### config.mk
export PLATFORM = sky130hd
export DESIGN_NAME = bffa_regs
export DESIGN_NICKNAME = d
export VERILOG_FILES = /design/src/bffa_pkg.sv /design/src/bffa_regs.sv
export SDC_FILE = /design/constraint.sdc
export NUM_CORES = 1
export LEC_CHECK = 0
export ABC_CLOCK_PERIOD_IN_PS = 1050
export BUFFER_PORTS_ARGS = -buffer_cell sky130_fd_sc_hd__buf_2
export CAP_MARGIN = 20
export CORE_ASPECT_RATIO = 1.25
export CORE_MARGIN = 2
export CORE_UTILIZATION = 30
export CTS_BUF_LIST = sky130_fd_sc_hd__clkbuf_4 sky130_fd_sc_hd__clkbuf_8 sky130_fd_sc_hd__clkbuf_16
export DETAILED_ROUTE_END_ITERATION = 16
export GPL_ROUTABILITY_DRIVEN = 0
export PLACE_DENSITY = 0.58
export SLEW_MARGIN = 20
export SYNTH_ARGS = -nofsm -noshare
export SYNTH_HDL_FRONTEND = slang
export SYNTH_SLANG_ARGS = --single-unit
### constraint.sdc
create_clock -name i_clk -period 1.05 [get_ports i_clk]
set_input_delay 0.0525 -clock i_clk [delete_from_list [all_inputs] [get_ports i_clk]]
set_output_delay 0.0525 -clock i_clk [all_outputs]
set_load 0.05 [all_outputs]
### src/bffa_pkg.sv
// Shared types and constants for the bitmap first-free allocator.
// Holds field widths, status and opcode codes and register indexes.
// No dependencies.
package bffa_pkg;

    localparam int NUM_W    = 14;
    localparam int ST_W     = 2;
    localparam int APB_AW   = 3;
    localparam int APB_DW   = 32;
    // Fixed-point shift for the reciprocal that splits a bit index into word and bit.
    localparam int RECIP_K  = NUM_W + 7;

    typedef logic [NUM_W-1:0] t_num;
    typedef logic [ST_W-1:0]  t_status;

    localparam t_status ST_OK    = 2'd0;
    localparam t_status ST_FULL  = 2'd1;
    localparam t_status ST_RANGE = 2'd2;

    localparam logic OP_ALLOC  = 1'b0;
    localparam logic OP_FREE   = 1'b1;
    localparam logic MAP_INODE = 1'b0;
    localparam logic MAP_BLOCK = 1'b1;

    localparam logic REG_IDX_INODE = 1'b0;
    localparam logic REG_IDX_BLOCK = 1'b1;

    localparam t_num CNT_RESET = 14'd8192;
    localparam t_num USED_MAX  = 14'h3FFF;

    // Map sizes in use, from the register block to the sequencer
    typedef struct packed {
        t_num inode_size;
        t_num block_size;
    } t_sizes;

    // Result of checking one bitmap word
    typedef struct packed {
        logic hit;
        logic last;
    } t_scan;

endpackage

### src/bffa_regs.sv
// APB-style configuration registers: inode and block counts.
// Produces the map sizes in use, limited to the map capacity. Depends on bffa_pkg.
module bffa_regs #(
    parameter int MAP_BITS = 8192
) (
    input  logic                        i_clk,
    input  logic                        i_rst_n,
    input  logic                        psel,
    input  logic                        penable,
    input  logic                        pwrite,
    input  logic [bffa_pkg::APB_AW-1:0] paddr,
    input  logic [bffa_pkg::APB_DW-1:0] pwdata,
    output logic [bffa_pkg::APB_DW-1:0] prdata,
    output logic                        pready,
    output bffa_pkg::t_sizes            o_sizes
);
    import bffa_pkg::*;

    t_num r_inode_count;
    t_num r_block_count;
    logic w_wr;

    assign w_wr   = psel && penable && pwrite;
    assign pready = 1'b1;

    always_ff @(posedge i_clk) begin
        if (!i_rst_n) begin
            r_inode_count <= CNT_RESET;
            r_block_count <= CNT_RESET;
        end else if (w_wr) begin
            case (paddr[2])
                REG_IDX_INODE: r_inode_count <= pwdata[NUM_W-1:0];
                REG_IDX_BLOCK: r_block_count <= pwdata[NUM_W-1:0];
                default: ;
            endcase
        end
    end

    always_comb begin
        case (paddr[2])
            REG_IDX_INODE: prdata = APB_DW'(r_inode_count);
            REG_IDX_BLOCK: prdata = APB_DW'(r_block_count);
            default:       prdata = '0;
        endcase
    end

    // Clamp to the capacity of the map
    assign o_sizes.inode_size = (32'(r_inode_count) > MAP_BITS) ? NUM_W'(MAP_BITS)
                                                                 : r_inode_count;
    assign o_sizes.block_size = (32'(r_block_count) > MAP_BITS) ? NUM_W'(MAP_BITS)
                                                                 : r_block_count;

endmodule

==> impl_metrics.env, run 1 <==
export IMPL_wl_per_cell_microns=12.9
export IMPL_regToRegSetupSlack_ns=0.24
export IMPL_largest_net_degree_at_the_start_of_global_routing=42
export IMPL_area_growth_syn_to_layout_pct=66.4
export IMPL_routed_wl_mm=3.85
export IMPL_synth_area_per_cell_sq_um=9.05
export IMPL_setup_repair_after_global_routing_missed_its_margin="true"
export IMPL_design_final_nets=279
export IMPL_tritoncts_num_sinks=28
export IMPL_worst_ir_drop_vdd_uv=439
export IMPL_drv_cap=0
export IMPL_design_die_area_sq_mm=0.00588
export IMPL_count_of_distinct_cell_types_in_the_synthesized_netlist=13
export IMPL_netlist_area_sq_mm=0.00158
export IMPL_antennaDiodeCount=0
export IMPL_ys_warn_count=0
export IMPL_synth_seq_area_share=0.354
export IMPL_worst_path_max_stage_delay_ns=0.38
export IMPL_start_util=0.312
export IMPL_cts_htree_levels=1
export IMPL_worst_ep_arrival_time_ns=1.07
export IMPL_first_global_vias=1277
export IMPL_ctsRootBufferMaster="clkbuf_8"
export IMPL_critical_path_startpoint="r_block_count[13]"
export IMPL_detailedPlace_worstSlack_ns=0.0972
export IMPL_layout_cell_area_non_filler_sq_mm=0.00264
export IMPL_number_of_stages_on_the_worst_hold_path=3
export IMPL_critical_path_top_cell_by_count="buf_6"
export IMPL_finalWorstSetupSlack_ns=-0.0741
export IMPL_place_hpwl_mm=2.52
export IMPL_number_of_antenna_violations_at_the_first_check_in_global_routing=0
export IMPL_ff2ff_path_depth=3
export IMPL_violations="negative setup slack"
export IMPL_finalClockSkew_ns=0
export IMPL_worst_skew_pair_late_latency_ns=0.26
export IMPL_die_w_microns=69.0
export IMPL_cts_made_buffers=3
export IMPL_shortest_clock_period_the_worst_path_allows_after_layout_ns=1.12
export IMPL_placed_cell_area_sq_mm=0.00200
export IMPL_final_hold_viol_count=0
export IMPL_finalPower_mw=2.17
export IMPL_cts_clk_slew_worst_paths_ns=0.09
export IMPL_io_buffer_count=61
export IMPL_adder_cell_fraction_of_synth_area=0
export IMPL_largest_family_of_logic_cells_by_synthesized_area="multiplexers"
export IMPL_core_area_sq_mm=0.00508
export IMPL_cellPowerDensity_mw_per_mm2=823
export IMPL_type_of_the_worst_setup_path="register to primary output"
export IMPL_critPathLaunchType="register"
export IMPL_outcome="finished, violations left"
export IMPL_postSynthRegisterBits=28
export IMPL_hold_path_class="primary input to register"
export IMPL_drtPass1Iterations=4
export IMPL_die_height_microns=85.2
export IMPL_final_setup_viol_count=41
export IMPL_cp_data_required_time_ns=1.00
export IMPL_grt_first_pass_wirelength_mm=5.96
export IMPL_mostFrequentLayoutCells="nand2_1, mux2i_1, buf_6"
export IMPL_critical_path_cell_chain="buf_6 > nor2b_4 > buf_6"
export IMPL_muxShareOfSynthArea=0.276
export IMPL_avg_vias_per_cell=4.38
export IMPL_p_leak_nw=1.13
export IMPL_drt_antenna_violating_nets=0
export IMPL_final_period_utilization=1.07
export IMPL_worst_r2r_endpoint="r_block_count[13]"
export IMPL_critical_path_peak_fanout=4
export IMPL_timing_fmax_mhz=890
export IMPL_grt_overflow_total=0
export IMPL_ctsLongestPathBuffers=2
export IMPL_core_rowCount=29
export IMPL_detail_route_drc_violations=0
export IMPL_final_setup_tns_ns=-1.91
export IMPL_final_common_cell="nand2_1"
export IMPL_yosys_area_share_xor_xnor=0
export IMPL_netlist_instances=175
export IMPL_setup_worst_path_end_class="primary output"
export IMPL_cpMaxStageDelayCell="dfxtp_4"
export IMPL_top_level_ports=101
export IMPL_tritoncts="built"
export IMPL_synth_compound_gate_area_share=0
export IMPL_capture_point_of_the_worst_path="o_sizes[11]"
export IMPL_via_count=1309
export IMPL_share_of_layout_cells_above_drive_strength_1=0.608
export IMPL_finalMaxSlewViolations=0
export IMPL_initial_drc_count=31
export IMPL_synth_simple_gate_area_share=0.221
export IMPL_worst_hold_slack_ns=0.0404
export IMPL_critical_path_reg2reg_startpoint="r_block_count[13]"
export IMPL_grt_util_all_layers=0.134
## cell type report
type                    count  area (sq um)
clock buffers               3          41.3
fillers                   480          2440
multi-input cells         131          1080
flip-flops and latches     28           597
well taps                  62          77.6
repair buffers             75           836
## how the worst min path moves through the flow
stage                     startpoint                end  slack [ns]
final                      pwdata[0]   r_block_count[0]        0.04
after global routing       pwdata[8]   r_block_count[8]        0.05
after floorplan            pwdata[0]   r_block_count[0]        0.21
after CTS                 pwdata[11]  r_block_count[11]        0.03
after global placement    pwdata[11]  r_block_count[11]        0.33
after detailed placement   pwdata[6]   r_block_count[6]        0.33
## what timing repair did
item                       in CTS  in global routing
buffers inserted                2                  1
hold buffers                    0                  0
hold endpoints to repair        0                  0
setup endpoints to repair      42                 42
gates resized for setup       132                 46
## metrics by stage
step | util | std cells
finish | 0.519 | 299
global route | 0.519 | 299
CTS | 0.483 | 298
detailed placement | 0.393 | 293
global placement | 0.393 | 293
floorplan | - | 192
## routing by layer
metal  share of wire  vias to the layer above  routed length, microns  global-route usage
met1            0.40                      612                    1540               0.163
met3           0.053                        2                     206              0.0212
met4          0.0047                        0                      18              0.0374
met5               0                        -                       0                   0
met2            0.54                       48                    2090               0.236
li1                -                      647                       -                   -
## power breakdown
part / total, mW / leakage [nW] / switching [mW] / internal, mW
clock network: 0.561 / 0.0216 / 0.304 / 0.257
logic: 0.505 / 0.867 / 0.332 / 0.172
registers: 1.10 / 0.238 / 0.0197 / 1.08
## cell families after synthesis
logic type	after synthesis
buf+inv	33
flops	28
mux	42
other cells	2
simple gates	70
## Yosys cell counts (all sizes together)
cell | number | share of area
mux2 | 14 | 0.10
mux2i | 28 | 0.18
nor2b | 29 | 0.11
and4b | 1 | 0.0063
dfxtp | 28 | 0.35
nand2 | 39 | 0.092
clkbuf | 9 | 0.021
conb | 2 | 0.0047
buf | 24 | 0.12
nand4 | 1 | 0.0079
## flip-flops by register name, summed over array words and instances, names as in the netlist
name,count
r_block_count,14
r_inode_count,14
## worst max-delay path, delay by kind of cell (launching register included)
| kind | cells | cell delay (ns) |
|---|---|---|
| AND/OR/NAND/NOR | 1 | 0.12 |
| buffers and inverters | 2 | 0.30 |
| flip-flops | 1 | 0.38 |
Power figures use the tool's default switching activity.
==> run 2: changes to the inputs <==
--- a/config.mk
+++ b/config.mk
@@ -5,7 +5,7 @@
 export SDC_FILE = /design/constraint.sdc
 export NUM_CORES = 1
 export LEC_CHECK = 0
-export ABC_CLOCK_PERIOD_IN_PS = 1050
+export ABC_CLOCK_PERIOD_IN_PS = 1200
 export BUFFER_PORTS_ARGS = -buffer_cell sky130_fd_sc_hd__buf_2
 export CAP_MARGIN = 20
 export CORE_ASPECT_RATIO = 1.25
==> constraint.sdc (replaced) <==
create_clock -name i_clk -period 1.2 [get_ports i_clk]
set_input_delay 0.06 -clock i_clk [delete_from_list [all_inputs] [get_ports i_clk]]
set_output_delay 0.06 -clock i_clk [all_outputs]
set_load 0.05 [all_outputs]
==> run 2 against run 1 <==
Effect of this change:
- the flow now finishes without violations
- via count shrank 2.2%
- register-to-register slack better by 0.13 ns
- clock power shrank 10%
- sequential power down 12%
- routed wire length decreased by 0.70%
- count of clock-buffer cells in the layout did not move
- worst hold slack gained 0.012 ns
- non-clock buffer count decreased by 2
- final cell count is 0.67% lower
- design area shrank 13%
- setup slack better by 0.082 ns
- total power decreased by 14%
- largest cell class unchanged
==> impl_metrics.env, run 2 (synthesis gave the netlist of run 1 again) <==
export IMPL_timing_fmax_mhz=839
export IMPL_p_leak_nw=1.04
export IMPL_wl_per_cell_microns=12.9
export IMPL_setup_repair_after_global_routing_missed_its_margin="true"
export IMPL_share_of_layout_cells_above_drive_strength_1=0.485
export IMPL_drt_antenna_violating_nets=0
export IMPL_layout_cell_area_non_filler_sq_mm=0.00229
export IMPL_finalMaxSlewViolations=0
export IMPL_place_hpwl_mm=2.57
export IMPL_first_global_vias=1134
export IMPL_core_rowCount=29
export IMPL_hold_end="r_block_count[12]"
export IMPL_worst_skew_pair_late_latency_ns=0.26
export IMPL_die_w_microns=69.0
export IMPL_initial_drc_count=33
export IMPL_worst_ep_arrival_time_ns=1.13
export IMPL_outcome="finished clean"
export IMPL_cp_data_required_time_ns=1.14
export IMPL_clkPwrFrac=0.270
export IMPL_tritoncts="built"
export IMPL_design_die_area_sq_mm=0.00588
export IMPL_area_growth_syn_to_layout_pct=44.3
export IMPL_netSwitchingFraction=0.307
export IMPL_final_fill_count=499
export IMPL_drtPass1Iterations=4
export IMPL_mostFrequentLayoutCells="nand2_1, buf_2, mux2i_1"
export IMPL_design_final_nets=277
export IMPL_finish_cell_count_without_fillers=297
export IMPL_ff2ff_path_depth=3
export IMPL_final_common_cell="nand2_1"
export IMPL_final_period_utilization=0.993
export IMPL_grt_overflow_total=0
export IMPL_ctsRootBufferMaster="clkbuf_8"
export IMPL_ctsLongestPathBuffers=2
export IMPL_type_of_the_worst_setup_path="register to primary output"
export IMPL_worst_ir_drop_vdd_uv=501
export IMPL_final_core_utilization=0.450
export IMPL_cellInternalPower_mw=1.29
export IMPL_routed_wl_mm=3.83
export IMPL_number_of_antenna_violations_at_the_first_check_in_global_routing=0
export IMPL_top_level_ports=101
export IMPL_worst_r2r_endpoint="r_inode_count[13]"
export IMPL_die_height_microns=85.2
export IMPL_largest_net_degree_at_the_start_of_global_routing=18
export IMPL_finalWorstSetupSlack_ns=0.00815
export IMPL_power_combinational_fraction=0.212
export IMPL_cts_made_buffers=3
export IMPL_avg_vias_per_cell=4.31
export IMPL_antennaDiodeCount=0
export IMPL_tritoncts_num_sinks=28
export IMPL_worst_hold_slack_ns=0.0528
export IMPL_critical_path_peak_fanout=8
export IMPL_detail_route_drc_violations=0
export IMPL_regToRegSetupSlack_ns=0.37
export IMPL_seqPwrFrac=0.518
export IMPL_io_buffer_count=61
export IMPL_drv_cap=0
export IMPL_cts_clk_slew_worst_paths_ns=0.10
export IMPL_shortest_clock_period_the_worst_path_allows_after_layout_ns=1.19
export IMPL_placed_cell_area_sq_mm=0.00196
export IMPL_core_area_sq_mm=0.00508
export IMPL_cts_htree_levels=1
export IMPL_critical_path_reg2reg_startpoint="r_inode_count[13]"
export IMPL_grt_util_all_layers=0.123
export IMPL_number_of_stages_on_the_worst_hold_path=3
export IMPL_final_setup_viol_count=0
export IMPL_final_hold_viol_count=0
export IMPL_setup_worst_path_end_class="primary output"
export IMPL_hold_path_class="primary input to register"
export IMPL_largest_registers="r_block_count (14), r_inode_count (14)"
export IMPL_post_cts_buffers=0
export IMPL_worst_hold_startpoint="pwdata[12]"
export IMPL_grt_first_pass_wirelength_mm=5.46
export IMPL_cellPowerDensity_mw_per_mm2=814
export IMPL_detailedPlace_worstSlack_ns=0.139
export IMPL_via_count=1280
export IMPL_netSwitchingPower_mw=0.572
export IMPL_critPathLaunchType="register"
export IMPL_instance_count_after_placement_with_tap_cells_included=294
export IMPL_finalClockSkew_ns=0
export IMPL_finalPower_mw=1.86
export IMPL_start_util=0.312
export IMPL_final_setup_tns_ns=0
run 2: worst max-delay path: stages (launching register included):
cell     delay (ns)
dfxtp_4        0.40
buf_4          0.17
nor2b_2        0.13
buf_6          0.17
run 2: cell type report:
type / instances / area, sq um / share of cell area
clock buffers: 3 / 41.3 / 0.0181
multi-input cells: 131 / 972 / 0.425
flip-flops and latches: 28 / 568 / 0.248
well taps: 62 / 77.6 / 0.0339
repair buffers: 73 / 627 / 0.274
run 2: timing repair:
action,4_1_cts,5_1_grt
hold buffers,0,0
resized for setup,38,52
setup endpoints to repair,28,21
run 2: worst max-delay path by stage:
stage	from	to	slack, ns
6_report	r_inode_count[13]	o_sizes[26]	0.008
5_1_grt	r_inode_count[13]	o_sizes[26]	-0.03
4_1_cts	r_inode_count[13]	o_sizes[20]	0.002
3_5_place_dp	r_inode_count[13]	prdata[13]	0.14
3_3_place_gp	paddr[2]	prdata[3]	0.15
2_1_floorplan	r_inode_count[13]	o_sizes[18]	-0.11
run 2: per-layer routing:
layer  vias up  track usage  routed length (microns)
met4         0       0.0374                       37
li1        644            -                        -
met3         4       0.0199                      194
met1       587        0.158                     1590
met2        45        0.208                     2010
met5         -            0                        0
run 2: power by group through the flow:
stage | sequential [mW] | clock, mW | combinational (mW)
global placement | 0.987 | 0 | 0.379
CTS | 0.962 | 0.524 | 0.383
finish | 0.964 | 0.503 | 0.395
detailed placement | 0.987 | 0 | 0.379
floorplan | 0.981 | 0 | 0.341
global route | 0.967 | 0.563 | 0.421
